--- config.mk ---
export PLATFORM = sky130hd
export DESIGN_NAME = a64rel_front
export DESIGN_NICKNAME = d
export VERILOG_FILES = /design/src/rtl/core/a64rel_pkg.sv /design/src/rtl/core/a64rel_front.sv
export SDC_FILE = /design/constraint.sdc
export NUM_CORES = 1
export LEC_CHECK = 0
export BUFFER_PORTS_ARGS = -buffer_cell sky130_fd_sc_hd__buf_2
export CAP_MARGIN = 10
export CORE_ASPECT_RATIO = 0.5
export CORE_MARGIN = 2
export CORE_UTILIZATION = 35
export DETAILED_ROUTE_END_ITERATION = 8
export PLACE_DENSITY = 0.57
export SLEW_MARGIN = 10
export SYNTH_ARGS = -nofsm -noshare
export SYNTH_HDL_FRONTEND = slang
export SYNTH_SLANG_ARGS = --single-unit
--- constraint.sdc ---
create_clock -name clk -period 6.5 [get_ports clk]
set_input_delay 0 -clock clk [delete_from_list [all_inputs] [get_ports clk]]
set_output_delay 0 -clock clk [all_outputs]
set_load 0.01 [all_outputs]
--- src/rtl/core/a64rel_pkg.sv ---
`timescale 1ns / 1ps
package a64rel_pkg;

  localparam int MAX_INSNS_DEF = 256;

  localparam logic [31:0] LDR_LIT_X  = 32'h5800_0000;
  localparam logic [31:0] B_OP       = 32'h1400_0000;
  localparam logic [31:0] BR_X16     = 32'hD61F_0200;
  localparam logic [31:0] BLR_X16    = 32'hD63F_0200;
  localparam logic [31:0] RET_WORD   = 32'hD65F_03C0;
  localparam logic [31:0] ADR_MASK   = 32'h9F00_0000;
  localparam logic [31:0] LIT_MASK   = 32'h3B00_0000;
  localparam logic [31:0] LIT_MATCH  = 32'h1800_0000;
  localparam logic [31:0] IMM19_KEEP = 32'hFF00_001F;
  localparam logic [31:0] IMM14_KEEP = 32'hFFF8_001F;
  localparam logic [31:0] BL_OP      = 32'h9400_0000;
  localparam logic [31:0] BCOND_OP   = 32'h5400_0000;

  localparam logic [1:0] ST_OK    = 2'd0;
  localparam logic [1:0] ST_IGN   = 2'd1;
  localparam logic [1:0] ST_RANGE = 2'd2;

  localparam logic CFG_BASE  = 1'b0;
  localparam logic CFG_LIMIT = 1'b1;

  typedef enum logic [1:0] {
    CMD_START = 2'd0,
    CMD_LOAD  = 2'd1,
    CMD_EMIT  = 2'd2,
    CMD_BAD   = 2'd3
  } cmd_e;

  typedef struct packed {
    cmd_e        cmd;
    logic [31:0] word;
    logic [63:0] literal;
    logic [7:0]  idx;
  } req_t;

  typedef struct packed {
    logic [63:0] base;
    logic [8:0]  limit;
  } cfg_t;

  typedef enum logic [4:0] {
    S_IDLE, S_DISP,
    S_LD, S_L_T, S_L_CHK,
    S_P_INIT, S_P_RD, S_P_T, S_P_W,
    S_E_RD, S_E_PC, S_E_T, S_E_IN, S_E_BLD,
    S_OUT
  } bk_state_e;

  function automatic logic is_adr(input logic [31:0] w);
    return (w & ADR_MASK) == 32'h1000_0000;
  endfunction

  function automatic logic is_adrp(input logic [31:0] w);
    return (w & ADR_MASK) == 32'h9000_0000;
  endfunction

  function automatic logic is_b(input logic [31:0] w);
    return (w & 32'hFC00_0000) == B_OP;
  endfunction

  function automatic logic is_bl(input logic [31:0] w);
    return (w & 32'hFC00_0000) == BL_OP;
  endfunction

  function automatic logic is_bc(input logic [31:0] w);
    return (w & 32'hFF00_0010) == BCOND_OP;
  endfunction

  function automatic logic is_cb(input logic [31:0] w);
    return (w & 32'h7E00_0000) == 32'h3400_0000;
  endfunction

  function automatic logic is_tb(input logic [31:0] w);
    return (w & 32'h7E00_0000) == 32'h3600_0000;
  endfunction

  function automatic logic is_lit(input logic [31:0] w);
    return ((w & LIT_MASK) == LIT_MATCH) && (w[31:30] != 2'b11);
  endfunction

  function automatic logic is_cond(input logic [31:0] w);
    return is_bc(w) || is_cb(w) || is_tb(w);
  endfunction

  // byte displacement of a direct branch, zero for anything else
  function automatic logic [63:0] dest_off(input logic [31:0] w);
    logic [63:0] d;
    d = '0;
    if (is_b(w) || is_bl(w)) begin
      d = {{36{w[25]}}, w[25:0], 2'b00};
    end else if (is_bc(w) || is_cb(w)) begin
      d = {{43{w[23]}}, w[23:5], 2'b00};
    end else if (is_tb(w)) begin
      d = {{48{w[18]}}, w[18:5], 2'b00};
    end
    return d;
  endfunction

  function automatic logic [63:0] adr_imm(input logic [31:0] w);
    return {{43{w[23]}}, w[23:5], w[30:29]};
  endfunction

  function automatic logic [2:0] words_for(input logic [31:0] w, input logic internal);
    logic [2:0] n;
    n = 3'd1;
    if (is_adr(w) || is_adrp(w) || is_lit(w)) begin
      n = 3'd4;
    end else if (is_bl(w)) begin
      n = 3'd5;
    end else if (is_b(w)) begin
      n = internal ? 3'd1 : 3'd4;
    end else if (is_cond(w)) begin
      n = internal ? 3'd1 : 3'd5;
    end
    return n;
  endfunction

endpackage

--- src/rtl/core/a64rel_front.sv ---
`timescale 1ns / 1ps
module a64rel_front import a64rel_pkg::*; (
  input  logic        clk,
  input  logic        rst_n,
  input  logic        in_valid,
  output logic        in_stall,
  input  logic [1:0]  in_func,
  input  logic [31:0] in_instruction_word,
  input  logic [63:0] in_literal_value,
  input  logic [7:0]  in_emit_index,
  output logic        q_valid,
  output req_t        q_data,
  input  logic        q_pop
);

  // two-entry request queue
  req_t       slot_r [2];
  logic       wp_r, wp_nxt, rp_r, rp_nxt;
  logic [1:0] cnt_r, cnt_nxt;
  logic       push;
  req_t       req_in;

  always_comb begin
    case (in_func)
      2'd0:    req_in.cmd = CMD_START;
      2'd1:    req_in.cmd = CMD_LOAD;
      2'd2:    req_in.cmd = CMD_EMIT;
      default: req_in.cmd = CMD_BAD;
    endcase
    req_in.word    = in_instruction_word;
    req_in.literal = in_literal_value;
    req_in.idx     = in_emit_index;
  end

  assign in_stall = (cnt_r == 2'd2);
  assign push     = in_valid && !in_stall;
  assign q_valid  = (cnt_r != 2'd0);
  assign q_data   = slot_r[rp_r];

  always_comb begin
    wp_nxt  = push ? ~wp_r : wp_r;
    rp_nxt  = q_pop ? ~rp_r : rp_r;
    cnt_nxt = cnt_r + {1'b0, push} - {1'b0, q_pop};
  end

  always_ff @(posedge clk) begin
    if (!rst_n) begin
      wp_r  <= 1'b0;
      rp_r  <= 1'b0;
      cnt_r <= 2'd0;
    end else begin
      wp_r  <= wp_nxt;
      rp_r  <= rp_nxt;
      cnt_r <= cnt_nxt;
    end
  end

  always_ff @(posedge clk) begin
    if (push) begin
      slot_r[wp_r] <= req_in;
    end
  end

endmodule

# Word level (Yosys, flattened, before mapping)

Memories as Yosys holds them, arrays and structs flattened. A register that Yosys moved wholly into a read port is not among the register bits.
Cells that the tools add are included.

Register bits: 4
Memory bits (writable): 212
Input bits: 110
Output and inout port bits: 108
Memories: 1

Memories:

| memory | depth | bits a word | read ports | clocked after memory_dff | write ports | line               | RTL |
|---|---|---|---|---|---|---|---|
| slot_r | 2     | 106         | 1          | 1                        | 1           | a64rel_front.sv:17 | `req_t slot_r [2];` |

$add $sub $neg: 2
Equality and inequality tests: 3
Multiplexer cells: 5
Bitwise operators: 2
Reductions and logical operators: 4

Operators by type and width:

| operator           | count |
|---|---|
| $pmux 2 s3         | 1 |
| $eq 2x2->1 const B | 2 |
| $mux 1             | 4 |
| $add 2x1->2        | 1 |
| $eq 2x1->1 const B | 1 |
| $logic_not 2->1    | 1 |
| $not 1->1          | 2 |
| $reduce_bool 2->1  | 1 |
| $sub 2x1->2        | 1 |
| $logic_and 1x1->1  | 1 |
| $logic_not 1->1    | 1 |

# Longest topological paths before layout

Gate-level depths: netlist of the first run.

Depth in word-level cells: 5
Mapped depth: 8

# Least setup slack after synthesis of the first run

Ideal clock, no wire load.

Path type: reg2reg
Start point: reg cnt_r[0]
End point: mem slot_r[0][0] in the netlist's numbering, enable pin
Library setup time: 0.572 ns
Data arrival time: 4.966 ns
Data required time: 5.928 ns
Slack: 0.962 ns
Cell stages (with the launch flop): 4
Cells stage by stage: dfxtp_1 -> nand2b_1 -> nand2_1 -> nor2_1

Cells in the longest elaborated chain, start to end: 5

Ends and longest elaborated chain:

| item                         | line               | RTL |
|---|---|---|
| start: declaration           | a64rel_front.sv:19 | `logic [1:0] cnt_r, cnt_nxt;` |
| start signal: assignment     | a64rel_front.sv:54 | `cnt_r <= cnt_nxt;` |
| $eq 2x2->1                   | a64rel_front.sv:35 | `assign in_stall = (cnt_r == 2'd2);` |
| $logic_not 1->1              | a64rel_front.sv:36 | `assign push = in_valid && !in_stall;` |
| $logic_and 1x1->1            | a64rel_front.sv:36 |  |
| $mux 1                       | a64rel_front.sv:59 | `if (push) begin` |
| $mux 1 (implied by the code) | a64rel_front.sv:60 | `slot_r[wp_r] <= req_in;` |
| end: declaration             | a64rel_front.sv:17 |  |

Every way passes these cells.

==> impl_metrics.json, run 1 <==
{
  "grt_max_degree": 78,
  "synth.distinct_cells": 19,
  "fin_hold_ws_ps": 235.4,
  "htree_levels": 1,
  "dr_total_vias": 4396,
  "worst_ep_required_time_ps": 6500,
  "yosys.area.top_type": "edfxtp_1",
  "max_clock_freq_ghz": 0.3536,
  "clk_pin_slew_ps": 60,
  "fin_util": 0.4914,
  "status": "complete, no violations",
  "hp-class": "input port to flip-flop",
  "yosys_warnings": 0,
  "io-pin-count": 218,
  "core_area_sq_mm": 0.02269,
  "crit_chain": "buf_4 -> mux2_2 -> buf_2",
  "setup_viol": 0,
  "initial_core_util": 0.3545,
  "final_area_sq_mm": 0.01115,
  "max_cap_viol_count": 0,
  "tightest_slew_ps": 1082,
  "final_common_cell": "buf_2",
  "syn_inst": 358,
  "cts_tree": "built",
  "overflow": 0,
  "max_stage_delay_ps": 870,
  "cts_sinks": 217,
  "post_cts_resized": 0,
  "antenna_found_initial": 1,
  "wirelength_microns": 16290,
  "wl_per_cell_microns": 16.02,
  "gp_congestion": 0.7107,
  "pwr_density_cell_mw_per_mm2": 303.0,
  "first_global_vias": 4652,
  "final_cell_mix": "buf_2 (217), edfxtp_1 (212), dlygate4sd3_1 (109)",
  "drc_errors": 0,
  "crit_type": "flip-flop to output pin",
  "ys_seq_area_frac": 0.8039,
  "avgSynthCellArea_sq_um": 22.47,
  "path_buf_inv": 2,
  "port_buffers": 217,
  "rsz0062_at_grt": "no",
  "die_area_sq_mm": 0.02429,
  "post_cts_buffers": 0,
  "synth_top_area_frac": 0.7914,
  "die_h_microns": 111.2,
  "fin_setup_tns_ps": 0,
  "drt-pass1-iter-count": 4,
  "dp_hpwl_microns": 10040,
  "post_dp_cell_area_sq_mm": 0.009448,
  "syn_area_sq_mm": 0.008044,
  "hold_violations": 0,
  "vias_per_cell": 4.323,
  "period_share": 0.4350,
  "critPathCaptureType": "output pin",
  "min_period_ps": 2828,
  "crit_arrival_ps": 2830,
  "grt_usage": 0.1294,
  "cp-start-kind": "flip-flop",
  "nNetsFinal": 808,
  "synth-seq-cells": 217,
  "p_leak_nw": 4.267,
  "cpMaxStageDelayCell": "buf_4",
  "ant_nets": 0,
  "post_route_cells_drive_above_1_share": 0.4979,
  "grt_pass1_wl_microns": 24470,
  "cts_buffers": 21,
  "clk_path_buf_depth": 3,
  "cts_root_buf": "clkbuf_16",
  "finClkSkew_ps": 18.50,
  "drv_slew": 0,
  "synth_fp_nets": 470,
  "synth_area_leaders": "edfxtp_1 (79%), mux2_2 (9.2%), mux2_4 (7.5%), dfxtp_1 (1.2%), buf_6 (0.84%)",
  "layout.cells.non_filler": 1017,
  "ir_worst_vdd_v": 0.0001317,
  "crit_family": "buffers and inverters",
  "area.growth.synth_to_final_pct": 38.62,
  "fp-row-count": 39,
  "die_x_microns": 218.4,
  "max_slew_margin": 0.2785,
  "ctsHoldBuffers": 109,
  "placed_cells": 871,
  "insertion_delay_ps": 490,
  "drtIter0Drc": 238,
  "cp_max_fo": 54
}
==> metal layers <==
metal / wire [microns] / up-vias / GRT usage
met5: 0 / - / 0
met4: 376 / 0 / 0.03900
met3: 490 / 28 / 0.02359
met2: 8970 / 75 / 0.2458
met1: 6451 / 2204 / 0.1466
li1: - / 2089 / -
==> cells in the mapped netlist, drive strengths merged <==
cell,count
or2,1
xnor2,1
inv,3
dfxtp,5
ha,2
nand2b,2
nor2,4
and2,2
buf,12
mux2i,1
nand2,2
nor3,1
mux2,106
and3,1
edfxtp,212
clkbuf,2
xor2,1
==> flip-flops by register name, summed over array words and instances (netlist names), named ones only <==
name,flops
rp_r,1
slot_r,212
cnt_r,2
wp_r,1
==> per-stage QoR <==
step / setup WS [ps] / power (mW)
after global placement: 3692 / 2.255
after floorplan: 962.2 / 2.076
after CTS: 3576 / 3.428
after global routing: 3483 / 3.522
after detailed placement: 3679 / 2.265
final: 3672 / 3.378
==> cell type report <==
type	count	area, sq um
sequential	217	6470
multi-input combinational	124	1474
tap	307	384.1
inverter	3	11.26
antenna	1	2.502
clock buffer	28	551.8
clock inverter	8	57.56
fill	1935	11540
timing repair buffer	329	2200
==> worst reg2reg max path, delay by kind of cell, from the launching register on <==
family	cells	cell delay [ps]
buf+inv	1	990
flops	1	340
simple gates	3	1000
==> power breakdown <==
| part | internal [mW] | switching [mW] | leakage [nW] | total [mW] |
|---|---|---|---|---|
| Clock | 0.632 | 0.469 | 0.295 | 1.10 |
| Sequential | 1.71 | 0.0456 | 2.02 | 1.75 |
| Combinational | 0.260 | 0.262 | 1.96 | 0.523 |
==> cells by family (layout without fill, tap and decap cells) <==
family | after synthesis | after routing | share of synthesized area
flip-flops | 217 | 217 | 0.8039
multiplexers | 107 | 107 | 0.1683
buffers and inverters | 17 | 368 | 0.01447
AND/OR/NAND/NOR | 13 | 13 | 0.008088
adder cells (fa/ha/maj) | 2 | 2 | 0.003110
XOR/XNOR | 2 | 2 | 0.002178
other | 0 | 1 | 0
==> final timing paths <==
path / start / end / slack (ps) / depth (start not counted)
max: flip-flop / q_data[0] / 3670 / 3
min: in_literal_value[47] / slot_r[0][55]$_DFFE_PP_ / 240 / 2
min reg2reg: rp_r$_SDFFE_PN0P_ / rp_r$_SDFFE_PN0P_ / 520 / 2
max reg2reg: cnt_r[0]$_SDFF_PN0_ / slot_r[0][9]$_DFFE_PP_ / 3720 / 4
Power figures use the tool's default switching activity.
==> inputs of run 2 (changes only) <==
Clock period 6.5 ns to 2.7 ns, I/O delays scaled along.
==> impl_metrics.json, run 2 (same netlist as run 1, synthesis figures left out) <==
{
  "crit_arrival_ps": 2150,
  "power_mw": 8.237,
  "worst_ep_required_time_ps": 2700,
  "die_h_microns": 111.2,
  "post_dp_cell_area_sq_mm": 0.009575,
  "fp-row-count": 39,
  "port_buffers": 217,
  "die_area_sq_mm": 0.02429,
  "grt_max_degree": 41,
  "period_share": 0.7964,
  "wirelength_microns": 16530,
  "hold_end": "slot_r[0][17]$_DFFE_PP_",
  "nFillCells": 1941,
  "whs_path_depth": 2,
  "clk_pin_slew_ps": 70,
  "final_area_sq_mm": 0.01129,
  "post_cts_resized": 0,
  "antenna_found_initial": 2,
  "tightest_slew_ps": 708.3,
  "overflow": 0,
  "seq_area_sq_mm": 0.006470,
  "dr_total_vias": 4427,
  "grt_pass1_wl_microns": 25290,
  "cp_max_fo": 36,
  "cts_buffers": 21,
  "final_cell_mix": "buf_2 (217), edfxtp_1 (212), dlygate4sd3_1 (109)",
  "cts_sinks": 217,
  "final_common_cell": "buf_2",
  "initial_core_util": 0.3545,
  "max_slew_margin": 0.5267,
  "top_regs": "slot_r x212, cnt_r x2",
  "clk_path_buf_depth": 3,
  "ir_worst_vdd_v": 0.0004592,
  "fin_hold_ws_ps": 216.0,
  "setup_viol": 0,
  "top_register": "slot_r",
  "gp_congestion": 0.7551,
  "ff2ff_path_depth": 4,
  "hold_violations": 0,
  "min_from": "in_literal_value[9]",
  "first_global_vias": 4740,
  "largest_reg_flops": 212,
  "wl_per_cell_microns": 16.13,
  "multiInputGateArea_sq_mm": 0.001474,
  "reg2reg_from": "cnt_r[0]$_SDFF_PN0_",
  "fin_setup_tns_ps": 0,
  "die_x_microns": 218.4,
  "placed_cells": 878,
  "r2r_setup_slack_ps": 770,
  "drc_errors": 0,
  "layout.cells.non_filler": 1025,
  "status": "complete, no violations",
  "drv_slew": 0,
  "drtIter0Drc": 208,
  "finClkSkew_ps": 24.62,
  "dp_hpwl_microns": 10830,
  "crit_type": "flip-flop to output pin",
  "r2r-end": "slot_r[0][66]$_DFFE_PP_",
  "io-pin-count": 218,
  "p_leak_nw": 4.340,
  "hp-class": "input port to flip-flop",
  "area.growth.synth_to_final_pct": 40.33,
  "grt_usage": 0.1350,
  "cts_root_buf": "clkbuf_16",
  "htree_levels": 1,
  "max_cap_viol_count": 0,
  "vias_per_cell": 4.319,
  "cts_tree": "built",
  "cp-start-kind": "flip-flop",
  "min_period_ps": 2150,
  "post_route_cells_drive_above_1_share": 0.5112,
  "ant_nets": 0,
  "max_clock_freq_ghz": 0.4651,
  "nNetsFinal": 815,
  "rsz0062_at_grt": "no",
  "core_area_sq_mm": 0.02269,
  "pwr_density_cell_mw_per_mm2": 729.7,
  "critPathCaptureType": "output pin",
  "drt-pass1-iter-count": 4,
  "insertion_delay_ps": 500
}
-- run 2: changes by cell type in the layout (fill, tap and decap cells not counted), sizes merged --
cell	before	now
clkbuf	28	25
buf	220	227
diode	1	2
clkinv	7	10
-- run 2: per-stage QoR --
stage | utilization | worst slack [ps]
3_3_place_gp | 0.4220 | 762.6
5_1_grt | 0.4975 | 416.4
6_report | 0.4975 | 549.8
4_1_cts | 0.4973 | 468.0
3_5_place_dp | 0.4220 | 733.2
2_1_floorplan | - | 124.0
-- run 2: area by class of cell --
class                           instances  area share
Antenna cell                            2   0.0004434
Clock buffer                           25     0.04788
Clock inverter                         11    0.006761
Inverter                                3   0.0009976
Multi-Input combinational cell        124      0.1306
Sequential cell                       217      0.5732
Tap cell                              307     0.03403
Timing Repair Buffer                  336      0.2062
-- run 2: what timing repair did --
action | 4_1_cts | 5_1_grt
endpoints found under the hold margin | 217 | 0
setup buffers | 0 | 0
hold buffers | 109 | 0
-- run 2: power breakdown --
part	internal, mW	leakage, nW	switching (mW)
Combinational	0.671	2.01	0.646
Clock	1.52	0.310	1.19
Sequential	4.11	2.02	0.103
Total	6.30	4.34	1.94
-- run 2: worst max-delay path by stage --
stage                                   start                 endpoint  slack (ps)
after global placement    cnt_r[0]$_SDFF_PN0_  slot_r[0][42]$_DFFE_PP_         760
after global routing                flip-flop               q_data[36]         420
after floorplan           cnt_r[0]$_SDFF_PN0_   slot_r[0][0]$_DFFE_PP_         120
final                               flip-flop               q_data[36]         550
after detailed placement  cnt_r[0]$_SDFF_PN0_  slot_r[0][44]$_DFFE_PP_         730
after CTS                           flip-flop               q_data[36]         470
-- run 2: metal layers --
metal,vias up,routed length (microns),share of wire,GRT usage
li1,2098,-,-,-
met1,2221,6380,0.39,0.1507
met2,80,9014,0.55,0.2504
met3,28,699,0.042,0.03429
met4,0,435,0.026,0.04354
met5,-,0,0,0
-- run 2: critical path: stages (launching register included) --
cell and delay (ps):
dfxtp_4 740, buf_4 360, mux2_2 370, buf_2 140
==> inputs of run 3 (changes only) <==
Settings changed: PLACE_DENSITY 0.57 to 0.59.
Clock period 2.7 ns to 1.8 ns, I/O delays scaled along.
==> impl_metrics.json, run 3 (same netlist as run 1, synthesis figures left out) <==
{
  "status": "complete, no violations",
  "p_leak_nw": 4.393,
  "combPwrFrac": 0.161,
  "min_period_ps": 1768,
  "wl_per_cell_microns": 16.46,
  "finClkSkew_ps": 8.550,
  "gp_congestion": 0.7315,
  "fp-row-count": 39,
  "pwr-share-clk": 0.351,
  "path_buf_inv": 2,
  "num_antenna_cells": 0,
  "fin_setup_tns_ps": 0,
  "port_buffers": 217,
  "final_area_sq_mm": 0.01145,
  "post_dp_cell_area_sq_mm": 0.009582,
  "grt_max_degree": 63,
  "rsz0062_at_grt": "yes",
  "worst_ep_required_time_ps": 1800,
  "first_global_vias": 4732,
  "max_clock_freq_ghz": 0.5656,
  "insertion_delay_ps": 500,
  "intPower_mw": 9.917,
  "pwr_density_cell_mw_per_mm2": 1125,
  "die_area_sq_mm": 0.02429,
  "area.growth.synth_to_final_pct": 42.32,
  "antenna_found_initial": 0,
  "drt-pass1-iter-count": 4,
  "ant_nets": 0,
  "ir_worst_vdd_v": 0.0005682,
  "vias_per_cell": 4.296,
  "cpMaxStageDelayCell": "dfxtp_4",
  "cts_sinks": 217,
  "grt_usage": 0.1366,
  "clk_pin_slew_ps": 70,
  "dp_hpwl_microns": 10420,
  "die_h_microns": 111.2,
  "grt_pass1_wl_microns": 25500,
  "hold_violations": 0,
  "largest_reg_flops": 212,
  "p_seq_frac": 0.488,
  "cts_root_buf": "clkbuf_16",
  "crit_arrival_ps": 1770,
  "drv_slew": 0,
  "multiInputGateArea_sq_mm": 0.001493,
  "max_cap_viol_count": 0,
  "top_regs": "slot_r x212, cnt_r x2",
  "overflow": 0,
  "cts_tree": "built",
  "tightest_slew_ps": 409.2,
  "core_area_sq_mm": 0.02269,
  "io-pin-count": 218,
  "nFillCells": 1905,
  "die_x_microns": 218.4,
  "crit_type": "flip-flop to output pin",
  "drtIter0Drc": 242,
  "htree_levels": 1,
  "cts_buffers": 21,
  "initial_core_util": 0.3545,
  "seq_area_sq_mm": 0.006471,
  "nNetsFinal": 812,
  "cp_max_fo": 61,
  "max_stage_delay_ps": 380,
  "critPathCaptureType": "output pin",
  "clk_path_buf_depth": 3,
  "cp-start-kind": "flip-flop",
  "final_cell_mix": "edfxtp_1 (212), buf_2 (206), dlygate4sd3_1 (109)",
  "crit_family": "buffers and inverters",
  "wirelength_microns": 16790,
  "period_share": 0.9823,
  "post_route_cells_drive_above_1_share": 0.5147,
  "crit_chain": "buf_16 -> mux2_2 -> buf_2",
  "dr_total_vias": 4382,
  "max_slew_margin": 0.7272,
  "drc_errors": 0,
  "hp-class": "input port to flip-flop",
  "p_sw_mw": 2.959,
  "post_cts_buffers": 0,
  "power_mw": 12.88,
  "netSwitchingFraction": 0.2298,
  "final_common_cell": "edfxtp_1",
  "top_register": "slot_r",
  "setup_viol": 0
}
run 3: area by class of cell:
type	count	area share
flip-flops and latches	217	0.5652
repair buffers	333	0.2091
multi-input cells	124	0.1304
clock buffers	22	0.04623
well taps	307	0.03355
clock inverters	14	0.01454
inverters	3	0.0009836
run 3: power groups by stage:
stage,sequential [mW],combinational (mW),clock (mW)
floorplan,6.38,1.09,0
global placement,6.36,1.87,0
detailed placement,6.39,1.87,0
CTS,6.29,2.08,4.67
global route,6.32,2.23,4.88
finish,6.28,2.08,4.51
run 3: worst paths after layout:
| path | startpoint | end | slack, ps | cells after the start |
|---|---|---|---|---|
| worst max-delay path | flip-flop | q_data[2] | 30 | 3 |
| worst min-delay path | in_instruction_word[14] | slot_r[0][86]$_DFFE_PP_ | 220 | 2 |
| worst max register to register | cnt_r[0]$_SDFF_PN0_ | cnt_r[1]$_SDFF_PN0_ | 300 | 8 |
| worst min register to register | wp_r$_SDFFE_PN0P_ | wp_r$_SDFFE_PN0P_ | 520 | 2 |
run 3: worst register-to-register path, delay by kind of cell, from the launching register on:
kind,cells,cell delay [ps]
buffers and inverters,1,40
and+or+nand+nor,4,460
adders and majority gates,2,450
DFF,1,330
xor gates and xnor gates,1,150
run 3: metrics by stage:
stage	util	instances	setup slack, ps	hold WS [ps]
2_1_floorplan	-	358	-696.3	98.87
3_3_place_gp	0.4223	875	314.9	188.8
3_5_place_dp	0.4223	875	306.3	191.1
4_1_cts	0.5015	1020	-6.726	194.5
5_1_grt	0.5045	1020	-50.79	200.3
6_report	0.5045	1020	31.95	221.2
run 3: what timing repair did:
item	4_1_cts	5_1_grt
resized for setup	2	11
hold endpoints to repair	217	0
endpoints found under the setup margin	31	52
hold buffers	109	0
pin swaps	0	0
run 3: per-layer routing:
layer / part of all wire / up-vias / global-route usage
met4: 0.030 / 0 / 0.04807
met3: 0.036 / 36 / 0.03182
met2: 0.54 / 73 / 0.2525
met1: 0.40 / 2183 / 0.1535
met5: 0 / - / 0
li1: - / 2090 / -
